`src/i2c_ra_pkg.sv`:
```
package i2c_ra_pkg;

	typedef enum logic [15:0] {
		ST_IDLE     = 16'h0001,
		ST_START_A  = 16'h0002,
		ST_START_B  = 16'h0004,
		ST_WBIT_LO  = 16'h0008,
		ST_WBIT_HI  = 16'h0010,
		ST_ACK_LO   = 16'h0020,
		ST_ACK_HI   = 16'h0040,
		ST_ACK_END  = 16'h0080,
		ST_RBIT_LO  = 16'h0100,
		ST_RBIT_HI  = 16'h0200,
		ST_NACK_LO  = 16'h0400,
		ST_NACK_HI  = 16'h0800,
		ST_NACK_END = 16'h1000,
		ST_STOP_A   = 16'h2000,
		ST_STOP_B   = 16'h4000,
		ST_STOP_C   = 16'h8000
	} step_t;

	typedef enum logic [1:0] {
		OP_TICK  = 2'd0,
		OP_WRITE = 2'd1,
		OP_READ  = 2'd2,
		OP_NONE  = 2'd3
	} op_t;

	typedef struct packed {
		logic scl;
		logic sda;
	} lines_t;

	localparam logic [1:0] STAGE_SLAVE = 2'd0;
	localparam logic [1:0] STAGE_REG   = 2'd1;
	localparam logic [1:0] STAGE_THIRD = 2'd2;
	localparam logic [1:0] STAGE_READ  = 2'd3;
	localparam logic [2:0] LAST_BIT    = 3'd7;

	function automatic lines_t step_lines(input step_t step);
		lines_t l;
		l = '{scl: 1'b1, sda: 1'b1};
		unique case (step)
			ST_IDLE:     l = '{scl: 1'b1, sda: 1'b1};
			ST_START_A:  l = '{scl: 1'b1, sda: 1'b1};
			ST_START_B:  l = '{scl: 1'b1, sda: 1'b0};
			ST_WBIT_LO:  l = '{scl: 1'b0, sda: 1'b0};
			ST_WBIT_HI:  l = '{scl: 1'b1, sda: 1'b0};
			ST_ACK_LO:   l = '{scl: 1'b0, sda: 1'b1};
			ST_ACK_HI:   l = '{scl: 1'b1, sda: 1'b1};
			ST_ACK_END:  l = '{scl: 1'b0, sda: 1'b1};
			ST_RBIT_LO:  l = '{scl: 1'b0, sda: 1'b1};
			ST_RBIT_HI:  l = '{scl: 1'b1, sda: 1'b1};
			ST_NACK_LO:  l = '{scl: 1'b0, sda: 1'b1};
			ST_NACK_HI:  l = '{scl: 1'b1, sda: 1'b1};
			ST_NACK_END: l = '{scl: 1'b0, sda: 1'b1};
			ST_STOP_A:   l = '{scl: 1'b0, sda: 1'b0};
			ST_STOP_B:   l = '{scl: 1'b1, sda: 1'b0};
			ST_STOP_C:   l = '{scl: 1'b1, sda: 1'b1};
			default:     l = '{scl: 1'b1, sda: 1'b1};
		endcase
		return l;
	endfunction

endpackage

```
`src/i2c_register_access_master.sv`:
```
// channel   | dir | handshake                     | contents
// s_axis    | in  | s_axis_tvalid / s_axis_tready | one tick: sampled sda and optional command
// m_axis    | out | m_axis_tvalid / m_axis_tready | line drive and status for that tick
// cfg       | in  | cfg_valid / cfg_ready         | phase length in ticks
//
// one request per clock while m_axis is not stalled; the bus sequencer advances at most one line phase per request
// and its next state is computed in one pass from the request and the state registers
// a single output register holds the result; a new request is taken while it drains
// reset (arst_n low) returns the sequencer to idle and the phase length to one tick
// a stall on m_axis holds the output and stops intake until it is taken
module i2c_register_access_master (
	input  logic        clk,
	input  logic        arst_n,
	input  logic        s_axis_tvalid,
	output logic        s_axis_tready,
	input  logic [31:0] s_axis_tdata,  // slave_addr, reg_addr, write_data, sda_in, zero pad
	input  logic [1:0]  s_axis_tuser,  // op
	output logic        m_axis_tvalid,
	input  logic        m_axis_tready,
	output logic [15:0] m_axis_tdata,  // scl_line, sda_drive, busy_res, done_res, read_data, pad
	input  logic        cfg_valid,
	output logic        cfg_ready,
	input  logic [15:0] cfg_data
);

	i2c_ra_pkg::step_t step_q, step_d, step_c;
	logic [1:0]  stage_q, stage_d;
	logic [2:0]  bit_cnt_q, bit_cnt_d;
	logic [7:0]  shift_q, shift_d;
	logic [7:0]  slave_q, slave_d;
	logic [7:0]  reg_q, reg_d;
	logic [7:0]  data_q, data_d;
	logic        is_read_q, is_read_d;
	logic [15:0] timer_q, timer_d;
	logic [7:0]  last_read_q, last_read_d;
	logic [15:0] phase_ticks_q;
	logic        m_valid_q;
	logic [15:0] m_data_q;

	logic [7:0]  slave_addr, reg_addr, write_data;
	logic        sda_in;
	i2c_ra_pkg::op_t op;
	logic        accept, cmd, busy, done, scl, sda;
	logic [15:0] len;
	logic [16:0] timer_inc;
	i2c_ra_pkg::lines_t lines;

	assign slave_addr = s_axis_tdata[7:0];
	assign reg_addr   = s_axis_tdata[15:8];
	assign write_data = s_axis_tdata[23:16];
	assign sda_in     = s_axis_tdata[24];
	assign op         = i2c_ra_pkg::op_t'(s_axis_tuser);

	assign s_axis_tready = !m_valid_q || m_axis_tready;
	assign accept        = s_axis_tvalid && s_axis_tready;
	assign cfg_ready     = 1'b1;
	assign m_axis_tvalid = m_valid_q;
	assign m_axis_tdata  = m_data_q;

	assign len       = (phase_ticks_q == 16'd0) ? 16'd1 : phase_ticks_q;
	assign cmd       = (step_q == i2c_ra_pkg::ST_IDLE)
	                   && (op == i2c_ra_pkg::OP_WRITE || op == i2c_ra_pkg::OP_READ);
	assign step_c    = cmd ? i2c_ra_pkg::ST_START_A : step_q;
	assign lines     = i2c_ra_pkg::step_lines(step_c);
	assign busy      = (step_c != i2c_ra_pkg::ST_IDLE);

	always_comb begin
		stage_d     = stage_q;
		bit_cnt_d   = bit_cnt_q;
		shift_d     = shift_q;
		slave_d     = slave_q;
		reg_d       = reg_q;
		data_d      = data_q;
		is_read_d   = is_read_q;
		timer_d     = timer_q;
		last_read_d = last_read_q;
		done        = 1'b0;

		// command latch, first tick of start
		if (cmd) begin
			slave_d   = slave_addr;
			reg_d     = reg_addr;
			data_d    = write_data;
			is_read_d = (op == i2c_ra_pkg::OP_READ);
			bit_cnt_d = 3'd0;
			shift_d   = 8'd0;
			stage_d   = i2c_ra_pkg::STAGE_SLAVE;
			timer_d   = 16'd0;
		end
		step_d = step_c;

		scl = lines.scl;
		sda = lines.sda;
		if (step_c == i2c_ra_pkg::ST_WBIT_LO || step_c == i2c_ra_pkg::ST_WBIT_HI) begin
			sda = shift_d[7];
		end

		timer_inc = {1'b0, timer_d} + 17'd1;

		if (busy) begin
			if (timer_inc < {1'b0, len}) begin
				timer_d = timer_inc[15:0];
			end else if (step_c == i2c_ra_pkg::ST_ACK_HI && sda_in) begin
				timer_d = len - 16'd1;
			end else begin
				timer_d = 16'd0;
				unique case (step_c)
					i2c_ra_pkg::ST_START_A: step_d = i2c_ra_pkg::ST_START_B;
					i2c_ra_pkg::ST_START_B: begin
						shift_d   = (stage_d == i2c_ra_pkg::STAGE_SLAVE) ? slave_d
						            : (slave_d | 8'h01);
						bit_cnt_d = 3'd0;
						step_d    = i2c_ra_pkg::ST_WBIT_LO;
					end
					i2c_ra_pkg::ST_WBIT_LO: step_d = i2c_ra_pkg::ST_WBIT_HI;
					i2c_ra_pkg::ST_WBIT_HI: begin
						shift_d = {shift_d[6:0], 1'b0};
						if (bit_cnt_d == i2c_ra_pkg::LAST_BIT) begin
							bit_cnt_d = 3'd0;
							step_d    = i2c_ra_pkg::ST_ACK_LO;
						end else begin
							bit_cnt_d = bit_cnt_d + 3'd1;
							step_d    = i2c_ra_pkg::ST_WBIT_LO;
						end
					end
					i2c_ra_pkg::ST_ACK_LO: step_d = i2c_ra_pkg::ST_ACK_HI;
					i2c_ra_pkg::ST_ACK_HI: step_d = i2c_ra_pkg::ST_ACK_END;
					i2c_ra_pkg::ST_ACK_END: begin
						if (stage_d == i2c_ra_pkg::STAGE_SLAVE) begin
							shift_d   = reg_d;
							bit_cnt_d = 3'd0;
							stage_d   = i2c_ra_pkg::STAGE_REG;
							step_d    = i2c_ra_pkg::ST_WBIT_LO;
						end else if (stage_d == i2c_ra_pkg::STAGE_REG) begin
							stage_d = i2c_ra_pkg::STAGE_THIRD;
							if (is_read_d) begin
								step_d = i2c_ra_pkg::ST_START_A;
							end else begin
								shift_d   = data_d;
								bit_cnt_d = 3'd0;
								step_d    = i2c_ra_pkg::ST_WBIT_LO;
							end
						end else if (stage_d == i2c_ra_pkg::STAGE_THIRD && is_read_d) begin
							shift_d   = 8'd0;
							bit_cnt_d = 3'd0;
							stage_d   = i2c_ra_pkg::STAGE_READ;
							step_d    = i2c_ra_pkg::ST_RBIT_LO;
						end else begin
							step_d = i2c_ra_pkg::ST_STOP_A;
						end
					end
					i2c_ra_pkg::ST_RBIT_LO: step_d = i2c_ra_pkg::ST_RBIT_HI;
					i2c_ra_pkg::ST_RBIT_HI: begin
						shift_d = {shift_d[6:0], sda_in};
						if (bit_cnt_d == i2c_ra_pkg::LAST_BIT) begin
							bit_cnt_d   = 3'd0;
							last_read_d = shift_d;
							step_d      = i2c_ra_pkg::ST_NACK_LO;
						end else begin
							bit_cnt_d = bit_cnt_d + 3'd1;
							step_d    = i2c_ra_pkg::ST_RBIT_LO;
						end
					end
					i2c_ra_pkg::ST_NACK_LO:  step_d = i2c_ra_pkg::ST_NACK_HI;
					i2c_ra_pkg::ST_NACK_HI:  step_d = i2c_ra_pkg::ST_NACK_END;
					i2c_ra_pkg::ST_NACK_END: step_d = i2c_ra_pkg::ST_STOP_A;
					i2c_ra_pkg::ST_STOP_A:   step_d = i2c_ra_pkg::ST_STOP_B;
					i2c_ra_pkg::ST_STOP_B:   step_d = i2c_ra_pkg::ST_STOP_C;
					i2c_ra_pkg::ST_STOP_C: begin
						step_d    = i2c_ra_pkg::ST_IDLE;
						stage_d   = i2c_ra_pkg::STAGE_SLAVE;
						bit_cnt_d = 3'd0;
						done      = 1'b1;
					end
					default: begin
						step_d  = i2c_ra_pkg::ST_IDLE;
						stage_d = i2c_ra_pkg::STAGE_SLAVE;
					end
				endcase
			end
		end
	end

	always_ff @(posedge clk or negedge arst_n) begin
		if (!arst_n) begin
			step_q        <= i2c_ra_pkg::ST_IDLE;
			stage_q       <= 2'd0;
			bit_cnt_q     <= 3'd0;
			shift_q       <= 8'd0;
			slave_q       <= 8'd0;
			reg_q         <= 8'd0;
			data_q        <= 8'd0;
			is_read_q     <= 1'b0;
			timer_q       <= 16'd0;
			last_read_q   <= 8'd0;
			phase_ticks_q <= 16'd1;
			m_valid_q     <= 1'b0;
		end else begin
			if (cfg_valid && cfg_ready) begin
				phase_ticks_q <= cfg_data;
			end
			if (accept) begin
				step_q      <= step_d;
				stage_q     <= stage_d;
				bit_cnt_q   <= bit_cnt_d;
				shift_q     <= shift_d;
				slave_q     <= slave_d;
				reg_q       <= reg_d;
				data_q      <= data_d;
				is_read_q   <= is_read_d;
				timer_q     <= timer_d;
				last_read_q <= last_read_d;
				m_valid_q   <= 1'b1;
			end else if (m_axis_tready) begin
				m_valid_q <= 1'b0;
			end
		end
	end

	always_ff @(posedge clk) begin
		if (accept) begin
			m_data_q <= {4'd0, last_read_d, done, busy, sda, scl};
		end
	end

	// stop completes only inside a transaction
	assert property (@(posedge clk) disable iff (!arst_n)
		m_valid_q && m_data_q[3] |-> m_data_q[2])
		else $error("done reported without busy");

	// idle sequencer keeps a cleared phase timer
	assert property (@(posedge clk) disable iff (!arst_n)
		step_q == i2c_ra_pkg::ST_IDLE |-> timer_q == 16'd0 && stage_q == 2'd0)
		else $error("idle with stale timer or stage");

	// bit counter is back at zero during acknowledge phases
	assert property (@(posedge clk) disable iff (!arst_n)
		step_q == i2c_ra_pkg::ST_ACK_LO || step_q == i2c_ra_pkg::ST_ACK_HI
		|| step_q == i2c_ra_pkg::ST_ACK_END || step_q == i2c_ra_pkg::ST_NACK_LO
		|-> bit_cnt_q == 3'd0)
		else $error("bit counter not cleared at acknowledge");

	// state only moves on an accepted request
	assert property (@(posedge clk) disable iff (!arst_n)
		!accept |=> $stable(step_q) && $stable(timer_q))
		else $error("sequencer moved without a request");

endmodule
```
`config.mk`:
```
export PLATFORM = sky130hd
export DESIGN_NAME = i2c_register_access_master
export DESIGN_NICKNAME = d
export VERILOG_FILES = /design/src/i2c_ra_pkg.sv /design/src/i2c_register_access_master.sv
export SDC_FILE = /design/constraint.sdc
export NUM_CORES = 1
export LEC_CHECK = 0
export BUFFER_PORTS_ARGS = -buffer_cell sky130_fd_sc_hd__buf_2
export CORE_ASPECT_RATIO = 2
export CORE_MARGIN = 2
export CORE_UTILIZATION = 50
export CTS_BUF_LIST = sky130_fd_sc_hd__clkbuf_8
export CTS_CLUSTER_SIZE = 30
export DETAILED_ROUTE_END_ITERATION = 6
export GPL_TIMING_DRIVEN = 0
export PLACE_DENSITY = 0.7
export SLEW_MARGIN = 20
export SYNTH_ARGS = -nofsm -noshare
export SYNTH_HDL_FRONTEND = slang
export SYNTH_SLANG_ARGS = --single-unit
```
`constraint.sdc`:
```
create_clock -name clk -period 6.5 [get_ports clk]
set_input_delay 1.3 -clock clk [delete_from_list [all_inputs] [get_ports clk]]
set_output_delay 1.3 -clock clk [all_outputs]
set_load 0.01 [all_outputs]
```
# --- Word level (Yosys, flattened, before mapping) ---
# Cells that the tools add are included.
word_totals:
  register_bits: 107
  latchBits: 0
  ramBits: 0
  romBits: 0
  input_bits: 55
  elab_cells: 117
  mem_count: 0
classes:
  add_sub_neg: 3
  mul: 0
  div: 0
  n_lt_le_gt_ge: 1
  n_eq_ne: 22
  n_shift: 0
  n_mux: 58
  n_bitwise: 1
  n_reduce_logical: 18
op_table:
  columns: ["op", "count"]
  rows:
  - ["16-bit one-hot mux with 14 select lines", 1]
  - ["16-bit 2-to-1 mux", 11]
  - ["8-bit 2-to-1 mux", 16]
  - ["8-bit one-hot mux with 4 select lines", 1]
  - ["3-bit 2-to-1 mux", 9]
  - ["16-bit by 1-bit adder with 17-bit output, second input constant", 1]
  - ["17-bit by 16-bit less-than comparator with 1-bit output", 1]
  - ["16-bit by 1-bit equality test with 1-bit output, second input constant", 1]
  - ["16-bit by 10-bit equality test with 1-bit output, second input constant", 1]
  - ["16-bit by 11-bit equality test with 1-bit output, second input constant", 1]
  - ["16-bit by 12-bit equality test with 1-bit output, second input constant", 1]
  - ["16-bit by 13-bit equality test with 1-bit output, second input constant", 1]
  - ["16-bit by 14-bit equality test with 1-bit output, second input constant", 1]
  - ["16-bit by 15-bit equality test with 1-bit output, second input constant", 1]
  - ["16-bit equality test, second input constant", 1]
  - ["16-bit by 2-bit equality test with 1-bit output, second input constant", 1]
  - ["16-bit by 3-bit equality test with 1-bit output, second input constant", 1]
  - ["16-bit by 4-bit equality test with 1-bit output, second input constant", 1]
  - ["16-bit by 5-bit equality test with 1-bit output, second input constant", 1]
  - ["16-bit by 6-bit equality test with 1-bit output, second input constant", 1]
  - ["16-bit by 7-bit equality test with 1-bit output, second input constant", 1]
  - ["16-bit by 8-bit equality test with 1-bit output, second input constant", 1]
  - ["16-bit by 9-bit equality test with 1-bit output, second input constant", 1]
  - ["16-bit logical NOT", 1]
  - ["other kinds (25)", 46]

# --- Longest topological paths before layout ---
# Gate-level depths: netlist (run 1).
depth:
  ltp_word: 13
  ltp_mapped: 24
  depth_no_buf: 19

# --- Worst setup path after synthesis (run 1) ---
# Ideal clock, no wire load.
synth_timing:
  path_type: "input-to-reg"
  startpoint: "in s_axis_tuser[0]"
  endpoint: "reg m_data_q[3], in the netlist m_axis_tdata[3] (data pin)"
  setup_ps: 256
  arrival_ps: 5654
  t_required_ps: 6244
  setup_slack_ps: 591
  path_stages: 23
  path_buffers: 5
  path_cell_list: "inv_1 ha_1 or3b_2 or2_0 buf_2 clkbuf_1 clkbuf_1 and2_1 ha_1 nand4_1 nor2_1 nand2_1 xor2_1 nor2_1 ha_1 a21oi_1 o21ai_0 o21ai_0 o211ai_1 or2_2 buf_2 buf_2 and4_1"
synth_between:
  elab_chain_cells: 7
  elab_cells_between_ends: 15
  classes_between: "add/sub (1); order compare (1); eq/ne (5); mux (3); bitwise (1); reduce/logical (4)"
synth_rtl:
  columns: ["element", "line_no", "source"]
  rows:
  - ["start: declaration", "i2c_register_access_master.sv:17", "input logic [1:0] s_axis_tuser,"]
  - ["2-bit by 1-bit equality test with 1-bit output / 2-bit equality test (equally long branches)", "i2c_register_access_master.sv:62", "&& (op == i2c_ra_pkg::OP_WRITE || op == i2c_ra_pkg::OP_READ);"]
  - ["1-bit logical OR *", "i2c_register_access_master.sv:62", null]
  - ["1-bit logical AND *", "i2c_register_access_master.sv:62", null]
  - ["16-bit 2-to-1 mux (on tied branches)", "i2c_register_access_master.sv:80, i2c_register_access_master.sv:63", null]
  - ["16-bit by 1-bit adder with 17-bit output, or another cell as far along", "i2c_register_access_master.sv:98", "timer_inc = {1'b0, timer_d} + 17'd1;"]
  - ["17-bit by 16-bit less-than comparator with 1-bit output, or another cell as far along", "i2c_register_access_master.sv:101", "if (timer_inc < {1'b0, len}) begin"]
  - ["3-bit OR reduction (no line)", null, null]
  - ["end signal: assignment", "i2c_register_access_master.sv:222", "m_data_q <= {4'd0, last_read_d, done, busy, sda, scl};"]
  - ["end: declaration", "i2c_register_access_master.sv:38", "logic [15:0] m_data_q;"]
# Mark *: on every way between the ends. The rest lies on a longest branch, timed or not.
# A chain may end at the register's enable or synchronous reset.

# --- Worst setup path after layout (run 1) ---
# Ends and elaborated chain as after synthesis.

==> run_results.csv, run 1 <==
group,metric,value,unit
run_status,status,"finished clean",
power,power_leakage,3.14,nW
grt,grt_start_max_net_pins,59,
grt,grt_pass1_wl,29800,µm
timing,skew,0.0124,ns
logic_synthesis,synthArstFlopShare,88.8,%
logic_synthesis,ys_ff_latch,107,
timing,finalCriticalPeriod,6.22,ns
clock_tree,cts.sink_count,107,
clock_tree,cts.path.max_buffers,2,
logic_synthesis,synth-main-ff-cell,"dfrtp_1",
timing,slew_headroom,25.9,%
logic_synthesis,syn_area,6310,µm²
timing,fmax,161,MHz
finish,fin_area,7140,µm²
hold_path,whs_path_depth,2,
floorplan,rows,58,
timing,setup_ws,0.283,ns
place,port_buffers,61,
detailed_routing,ant_nets,0,
place,place_hpwl,14500,µm
timing,rsz0062_at_grt,"no",
finish,layout_common_cells,"173 x nand2_1, 93 x dfrtp_1, 64 x buf_2",
worst_setup_path,reg2reg_depth,21,
finish,final_common_cell,"nand2_1",
floorplan,core,12500,µm²
worst_setup_path,arrival,6.37,ns
place,place_ws,-1.25,ns
worst_setup_path,cp_slowest_stage_delay,0.54,ns
place,gp_congestion,0.947,
floorplan,start_util,50.6,%
worst_setup_path,crit_slowest_cell,"or3b_2",
finish,fin_cells,987,
power,power-per-cell-area,345,nW/µm²
finish,num-fill-cells,1159,
finish,diodes,0,
place,dpl.cell_count,961,
logic_synthesis,synth_cell_types,65,
grt,grtUsageTotal,28.0,%
finish,syn_to_final_growth,13.0,%
logic_synthesis,synth_cells,746,
timing,finalHoldViolCount,0,
timing,worst_pin_slew,1.11,ns
timing,min_period_over_period,95.6,%
worst_setup_path,worstPathRequired,6.65,ns
detailed_routing,firstDrtPassIters,6,
grt,antenna_found_initial,0,
timing,maxSlewViolCount,0,
hold_path,min_from,"reg_q[0]$_DFFE_PN0P_",
clock_tree,ctsRootBufferMaster,"clkbuf_8",
detailed_routing,drcViolationCount,0,
worst_setup_path,start_kind,"input pin",
worst_setup_path,crit_path_frequent_cell,"buf_2",
worst_setup_path,regToRegSetupSlack,0.73,ns
grt,grt_pass1_vias,6228,
worst_setup_path,path_cells,"buf_2 -> inv_1 -> ha_1 -> or3b_2 -> or2_0 -> buf_2 -> clkbuf_2 -> and2_1 -> ha_1 -> nand4_1 -> nor3_1 -> xnor2_1 -> nor2_1 -> ha_1 -> a21oi_1 -> o21ai_1 -> o21ai_2 -> o211ai_1 -> buf_4 -> or2_2 -> buf_2 -> buf_2 -> and4_1",
clock_tree,cts_buffers,9,
clock_tree,htree_levels,3,
worst_setup_path,regToRegStartpoint,"step_q[5]$_DFFE_PN0P_",
floorplan,io_pins,74,
logic_synthesis,ys_warn_count,0,
finish,fin_nets,907,
detailed_routing,vias_per_cell,6.04,
finish,fin_util,57.2,%
power,vdd_drop_max,0.183,mV
place,dpl-instance-area,6850,µm²
detailed_routing,wire_per_inst,18.8,µm
hold_path,holdPathEnd,"reg_q[0]$_DFFE_PN0P_",
logic_synthesis,synth-edff-count,12,
logic_synthesis,yosysSeqAreaShare,43.4,%
hold_path,hold_class,"register to register",
clock_tree,tritoncts,"built",
clock_tree,cts.clk_slew.worst_paths,0.10,ns
detailed_routing,wl,18600,µm
detailed_routing,vias,5962,
worst_setup_path,cp-end-kind,"register",
floorplan,die_y,163,µm
finish,drive_above_1_share,14.9,%
job,max_cap_viol_count,0,
logic_synthesis,syn_area_per_cell,8.46,µm²
grt,grt_overflow,0,
worst_setup_path,path_class,"input pin to register",
worst_setup_path,crit_path_max_fanout,19,
timing,holdWs,0.481,ns
detailed_routing,drtIter0Drc,647,
timing,finalSetupViolCount,0,
floorplan,die-width,83.5,µm
floorplan,dieArea,13600,µm²
worst_setup_path,r2r-end,"m_axis_tdata[3]$_SDFFCE_PP0P_",
clock_tree,clock_latency,0.40,ns
worst max-delay path by stage:
stage	endpoint	cells past startpoint	startpoint	slack (ns)
after floorplan	m_axis_tdata[3]$_SDFFCE_PP0P_	23	s_axis_tuser[0]	0.59
after global placement	step_q[6]$_DFFE_PN0P_	23	s_axis_tuser[0]	-1.22
after detailed placement	m_axis_tdata[10]$_DFFE_PP_	22	s_axis_tuser[0]	-1.25
after CTS	shift_q[3]$_DFFE_PN0P_	25	s_axis_tuser[0]	0.03
after global routing	shift_q[6]$_DFFE_PN0P_	23	s_axis_tuser[0]	0.04
final	m_axis_tdata[3]$_SDFFCE_PP0P_	23	s_axis_tuser[0]	0.28
kinds of logic after synthesis:
group	count (synthesis)	synth area share (%)
xor+xnor	26	3.61
mux	9	1.55
compound gates	156	16.3
fa+ha+maj	20	3.96
buf+inv	67	4.62
simple gates	359	26.4
flops	107	43.4
other cells	2	0.119
flip-flops by register name, summed over array words and instances, names as in the netlist:
signal	cells
phase_ticks_q	16
step_q	16
timer_q	16
m_axis_tdata	12
data_q	8
last_read_q	8
reg_q	8
shift_q	8
slave_q	8
bit_cnt_q	3
stage_q	2
is_read_q	1
m_axis_tvalid	1
what timing repair did:
item                                    4_1_cts  5_1_grt
hold buffers                                  0        0
setup buffers                                10        1
gates resized for setup                       3       12
pin swaps                                     5        1
endpoints found under the setup margin       62       62
gates cloned                                  0        0
power breakdown:
| group | total, W | internal [W] | switching (W) |
|---|---|---|---|
| registers | 0.00102 | 0.000850 | 0.000173 |
| clock network | 0.000398 | 0.000146 | 0.000252 |
| logic | 0.00104 | 0.000408 | 0.000634 |
| total | 0.00246 | 0.00140 | 0.00106 |
per-layer routing:
layer	GRT usage [%]	wire, µm	part of all wire, %	vias up
met2	55.0	10500	56	231
met3	3.70	687	3.7	95
li1	-	-	-	2826
met1	25.7	6230	34	2810
met5	0	0	0	-
met4	19.8	1190	6.4	0
worst max-delay path, delay by kind of cell:
family | cells | cell delay, ns
simple gates | 8 | 2.03
buf+inv | 7 | 1.20
fa+ha+maj | 3 | 0.89
compound gates | 4 | 0.77
xor+xnor | 1 | 0.16
metrics by stage:
step,setup TNS [ns],power (W)
3_5_place_dp,-65.63,0.00202
2_1_floorplan,0,0.00169
4_1_cts,0,0.00244
5_1_grt,0,0.00262
3_3_place_gp,-63.49,0.00198
6_report,0,0.00246
layout make-up:
type	count	area, µm²	share of cell area, %
plain buffers	43	208	2.91
clock buffers	9	124	1.74
clock inverters	7	63.8	0.894
inverters	23	86.3	1.21
multi-input cells	575	3300	46.3
flip-flops and latches	107	2740	38.4
well taps	150	188	2.63
repair buffers	73	422	5.91
cell usage after synthesis, types with 3 or more instances:
cell type / n / area share, %
or3_1: 13 / 1.3
a221oi_1: 5 / 0.69
and3_1: 11 / 1.1
xor2_1: 10 / 1.4
clkbuf_1: 32 / 1.9
buf_4: 5 / 0.59
and2_1: 6 / 0.59
buf_2: 4 / 0.32
a22o_1: 5 / 0.69
a31oi_1: 14 / 1.4
nor3b_1: 3 / 0.36
nor2_1: 63 / 3.7
a21oi_1: 18 / 1.4
a211oi_1: 5 / 0.59
a22oi_1: 3 / 0.36
mux2i_1: 3 / 0.48
a32oi_1: 5 / 0.69
dfrtp_1: 93 / 37
o211ai_1: 7 / 0.83
a221o_1: 3 / 0.48
xnor2_1: 16 / 2.2
nand4_1: 18 / 1.8
nor3_1: 14 / 1.1
nor2b_1: 4 / 0.40
nand2b_1: 5 / 0.50
edfxtp_1: 12 / 5.7
a222oi_1: 7 / 1.1
o21ai_0: 64 / 5.1
nand2_1: 173 / 10
inv_1: 23 / 1.4
nand3b_1: 3 / 0.36
and4_1: 6 / 0.83
mux2_2: 6 / 1.1
ha_1: 20 / 4.0
nor4_1: 7 / 0.69
nand3_1: 19 / 1.5
(Power assumes the default switching activity.)
==> inputs of run 2 (changes only) <==
--- a/config.mk
+++ b/config.mk
@@ -7,14 +7,13 @@
 export LEC_CHECK = 0
 export BUFFER_PORTS_ARGS = -buffer_cell sky130_fd_sc_hd__buf_2
 export CORE_ASPECT_RATIO = 2
-export CORE_MARGIN = 2
 export CORE_UTILIZATION = 50
 export CTS_BUF_LIST = sky130_fd_sc_hd__clkbuf_8
 export CTS_CLUSTER_SIZE = 30
 export DETAILED_ROUTE_END_ITERATION = 6
 export GPL_TIMING_DRIVEN = 0
 export PLACE_DENSITY = 0.7
-export SLEW_MARGIN = 20
+export REMOVE_ABC_BUFFERS = 1
 export SYNTH_ARGS = -nofsm -noshare
 export SYNTH_HDL_FRONTEND = slang
 export SYNTH_SLANG_ARGS = --single-unit
==> run_results.csv, run 2 (synthesis results as in run 1) <==
group,metric,value,unit
timing,setup_ws,0.199,ns
worst_setup_path,path_class,"input pin to register",
power,p_comb_share,38.8,%
power,p_int,0.00146,W
finish,top_regs,"phase_ticks_q (16), step_q (16), timer_q (16)",
detailed_routing,dr_wl_met2,9460,µm
grt,grt_overflow,0,
worst_setup_path,crit_slowest_cell,"a311oi_4",
grt,grt_start_max_net_pins,57,
power,vdd_drop_max,0.156,mV
floorplan,die-width,81.5,µm
detailed_routing,firstDrtPassIters,7,
timing,finalSetupViolCount,0,
detailed_routing,vias,5734,
floorplan,core,12200,µm²
timing,rsz0062_at_grt,"no",
detailed_routing,wl_met3,725,µm
clock_tree,tritoncts,"built",
floorplan,rows,57,
power,total_power,0.00247,W
grt,grt_pass1_vias,5608,
timing,slew_headroom,5.90,%
detailed_routing,drtIter0Drc,367,
power,pwr-share-seq,42.3,%
power,power_leakage,3.11,nW
finish,drive_above_1_share,14.4,%
power,clkPwrFrac,18.9,%
clock_tree,cts.clk_slew.worst_paths,0.10,ns
worst_setup_path,reg2reg_depth,18,
finish,layout_common_cells,"173 x nand2_1, 93 x dfrtp_1, 64 x o21ai_0",
place,dpl-instance-area,6730,µm²
worst_setup_path,crit_path_max_fanout,29,
worst_setup_path,critPathLaunch,"s_axis_tuser[0]",
grt,grtUsageTotal,27.6,%
floorplan,io_pins,74,
place,port_buffers,61,
grt,antenna_found_initial,0,
run_status,status,"finished clean",
worst_setup_path,r2r-end,"timer_q[15]$_DFFE_PN0P_",
worst_setup_path,start_kind,"input pin",
job,max_cap_viol_count,0,
floorplan,dieArea,13100,µm²
place,place_ws,-0.692,ns
timing,skew,0.0125,ns
detailed_routing,top_layer,"met4",
detailed_routing,wl_met1,6220,µm
timing,worst_pin_slew,1.40,ns
detailed_routing,wire_per_inst,18.1,µm
worst_setup_path,crit_path_frequent_cell,"ha_1",
place,gp_congestion,0.894,
finish,syn_to_final_growth,12.1,%
timing,finalHoldViolCount,0,
timing,min_period_over_period,96.9,%
worst_setup_path,endpoint,"timer_q[15]$_DFFE_PN0P_",
finish,diodes,0,
detailed_routing,vias_per_cell,6.05,
worst_setup_path,regToRegStartpoint,"step_q[2]$_DFFE_PN0P_",
finish,fin_nets,870,
finish,final_common_cell,"nand2_1",
clock_tree,cts.sink_count,107,
detailed_routing,drcViolationCount,0,
power,power.switching,0.00102,W
clock_tree,hold_buffers,0,
worst_setup_path,cp-end-kind,"register",
clock_tree,cts_buffers,9,
place,place_hpwl,12500,µm
finish,fin_area,7080,µm²
clock_tree,ctsRootBufferMaster,"clkbuf_8",
worst_setup_path,path_cells,"buf_2 -> inv_1 -> ha_1 -> or3b_2 -> or2_1 -> and2_1 -> ha_1 -> nand4_1 -> nor2_1 -> nand2_1 -> xor2_1 -> nor2_1 -> ha_1 -> a21oi_1 -> o21ai_0 -> o21ai_0 -> a311oi_4 -> nor2_4 -> or4_1 -> a31oi_1",
grt,grt_pass1_wl,27200,µm
floorplan,start_util,51.8,%
detailed_routing,wl,17100,µm
detailed_routing,ant_nets,0,
worst_setup_path,arrival,6.61,ns
clock_tree,cts.path.max_buffers,2,
power,swShare,41.1,%
floorplan,die_y,161,µm
timing,maxSlewViolCount,0,
timing,fmax,159,MHz
timing,finalCriticalPeriod,6.30,ns
worst_setup_path,cp_slowest_stage_delay,0.60,ns
worst_setup_path,regToRegSetupSlack,0.67,ns
clock_tree,clock_latency,0.39,ns
clock_tree,htree_levels,3,
power,power-per-cell-area,349,nW/µm²
worst_setup_path,worstPathRequired,6.81,ns
hold_path,hold_class,"register to register",
-- run 2: cell types whose count changed in the layout (fill, tap and decap cells not counted), moves of 3 or more --
cell	before	now
buf_4	16	11
buf_2	64	60
buf_8	0	3
nor2_1	63	60
clkbuf_1	26	0
clkbuf_2	6	0
-- run 2: power groups by stage --
stage                     combinational (W)  clock [W]  sequential [W]
after global routing                0.00106   0.000500         0.00106
after detailed placement           0.000908          0         0.00105
final                              0.000960   0.000467         0.00105
after floorplan                    0.000654          0        0.000990
after CTS                          0.000940   0.000473         0.00104
after global placement             0.000852          0         0.00104
-- run 2: metal layers --
metal	GRT usage, %	vias to the layer above
met5	0	-
met4	14.0	0
met3	3.47	50
met2	51.6	217
met1	28.5	2727
li1	-	2740
-- run 2: final cells by class --
type,instances,area (µm²)
Clock buffer,9,124
Sequential cell,107,2740
Timing Repair Buffer,79,534
Clock inverter,7,101
Multi-Input combinational cell,575,3310
Fill cell,1117,5120
Inverter,23,86.3
Tap cell,147,184
-- run 2: per-stage QoR --
| stage | std cells | setup TNS (ns) | hold slack (ns) | utilization, % |
|---|---|---|---|---|
| after floorplan | 705 | -0.0335 | 0.437 | - |
| after global placement | 913 | -86.34 | 0.452 | 54.2 |
| final | 947 | 0 | 0.477 | 58.0 |
| after global routing | 947 | 0 | 0.502 | 58.0 |
| after detailed placement | 919 | -26.14 | 0.454 | 55.2 |
| after CTS | 944 | 0 | 0.478 | 57.8 |
-- run 2: worst min path at each step --
stage / startpoint / endpoint / cells past startpoint
CTS: reg_q[7]$_DFFE_PN0P_ / reg_q[7]$_DFFE_PN0P_ / 2
floorplan: reg_q[0]$_DFFE_PN0P_ / reg_q[0]$_DFFE_PN0P_ / 2
global placement: reg_q[0]$_DFFE_PN0P_ / reg_q[0]$_DFFE_PN0P_ / 2
global route: data_q[7]$_DFFE_PN0P_ / data_q[7]$_DFFE_PN0P_ / 2
finish: reg_q[7]$_DFFE_PN0P_ / reg_q[7]$_DFFE_PN0P_ / 2
detailed placement: reg_q[7]$_DFFE_PN0P_ / reg_q[7]$_DFFE_PN0P_ / 2
-- run 2: what timing repair did --
item / 4_1_cts / 5_1_grt
endpoints found under the setup margin: 40 / 27
resized for setup: 0 / 1
cloned: 0 / 0
buffers inserted: 9 / 3
pin swaps: 4 / 2
-- run 2: critical path, delay by kind of cell --
family / cells / cell delay [ns]
AOI/OAI and AO/OA: 5 / 1.53
and+or+nand+nor: 9 / 2.67
adders and majority gates: 3 / 0.86
buffers and inverters: 2 / 0.10
xor gates and xnor gates: 1 / 0.14
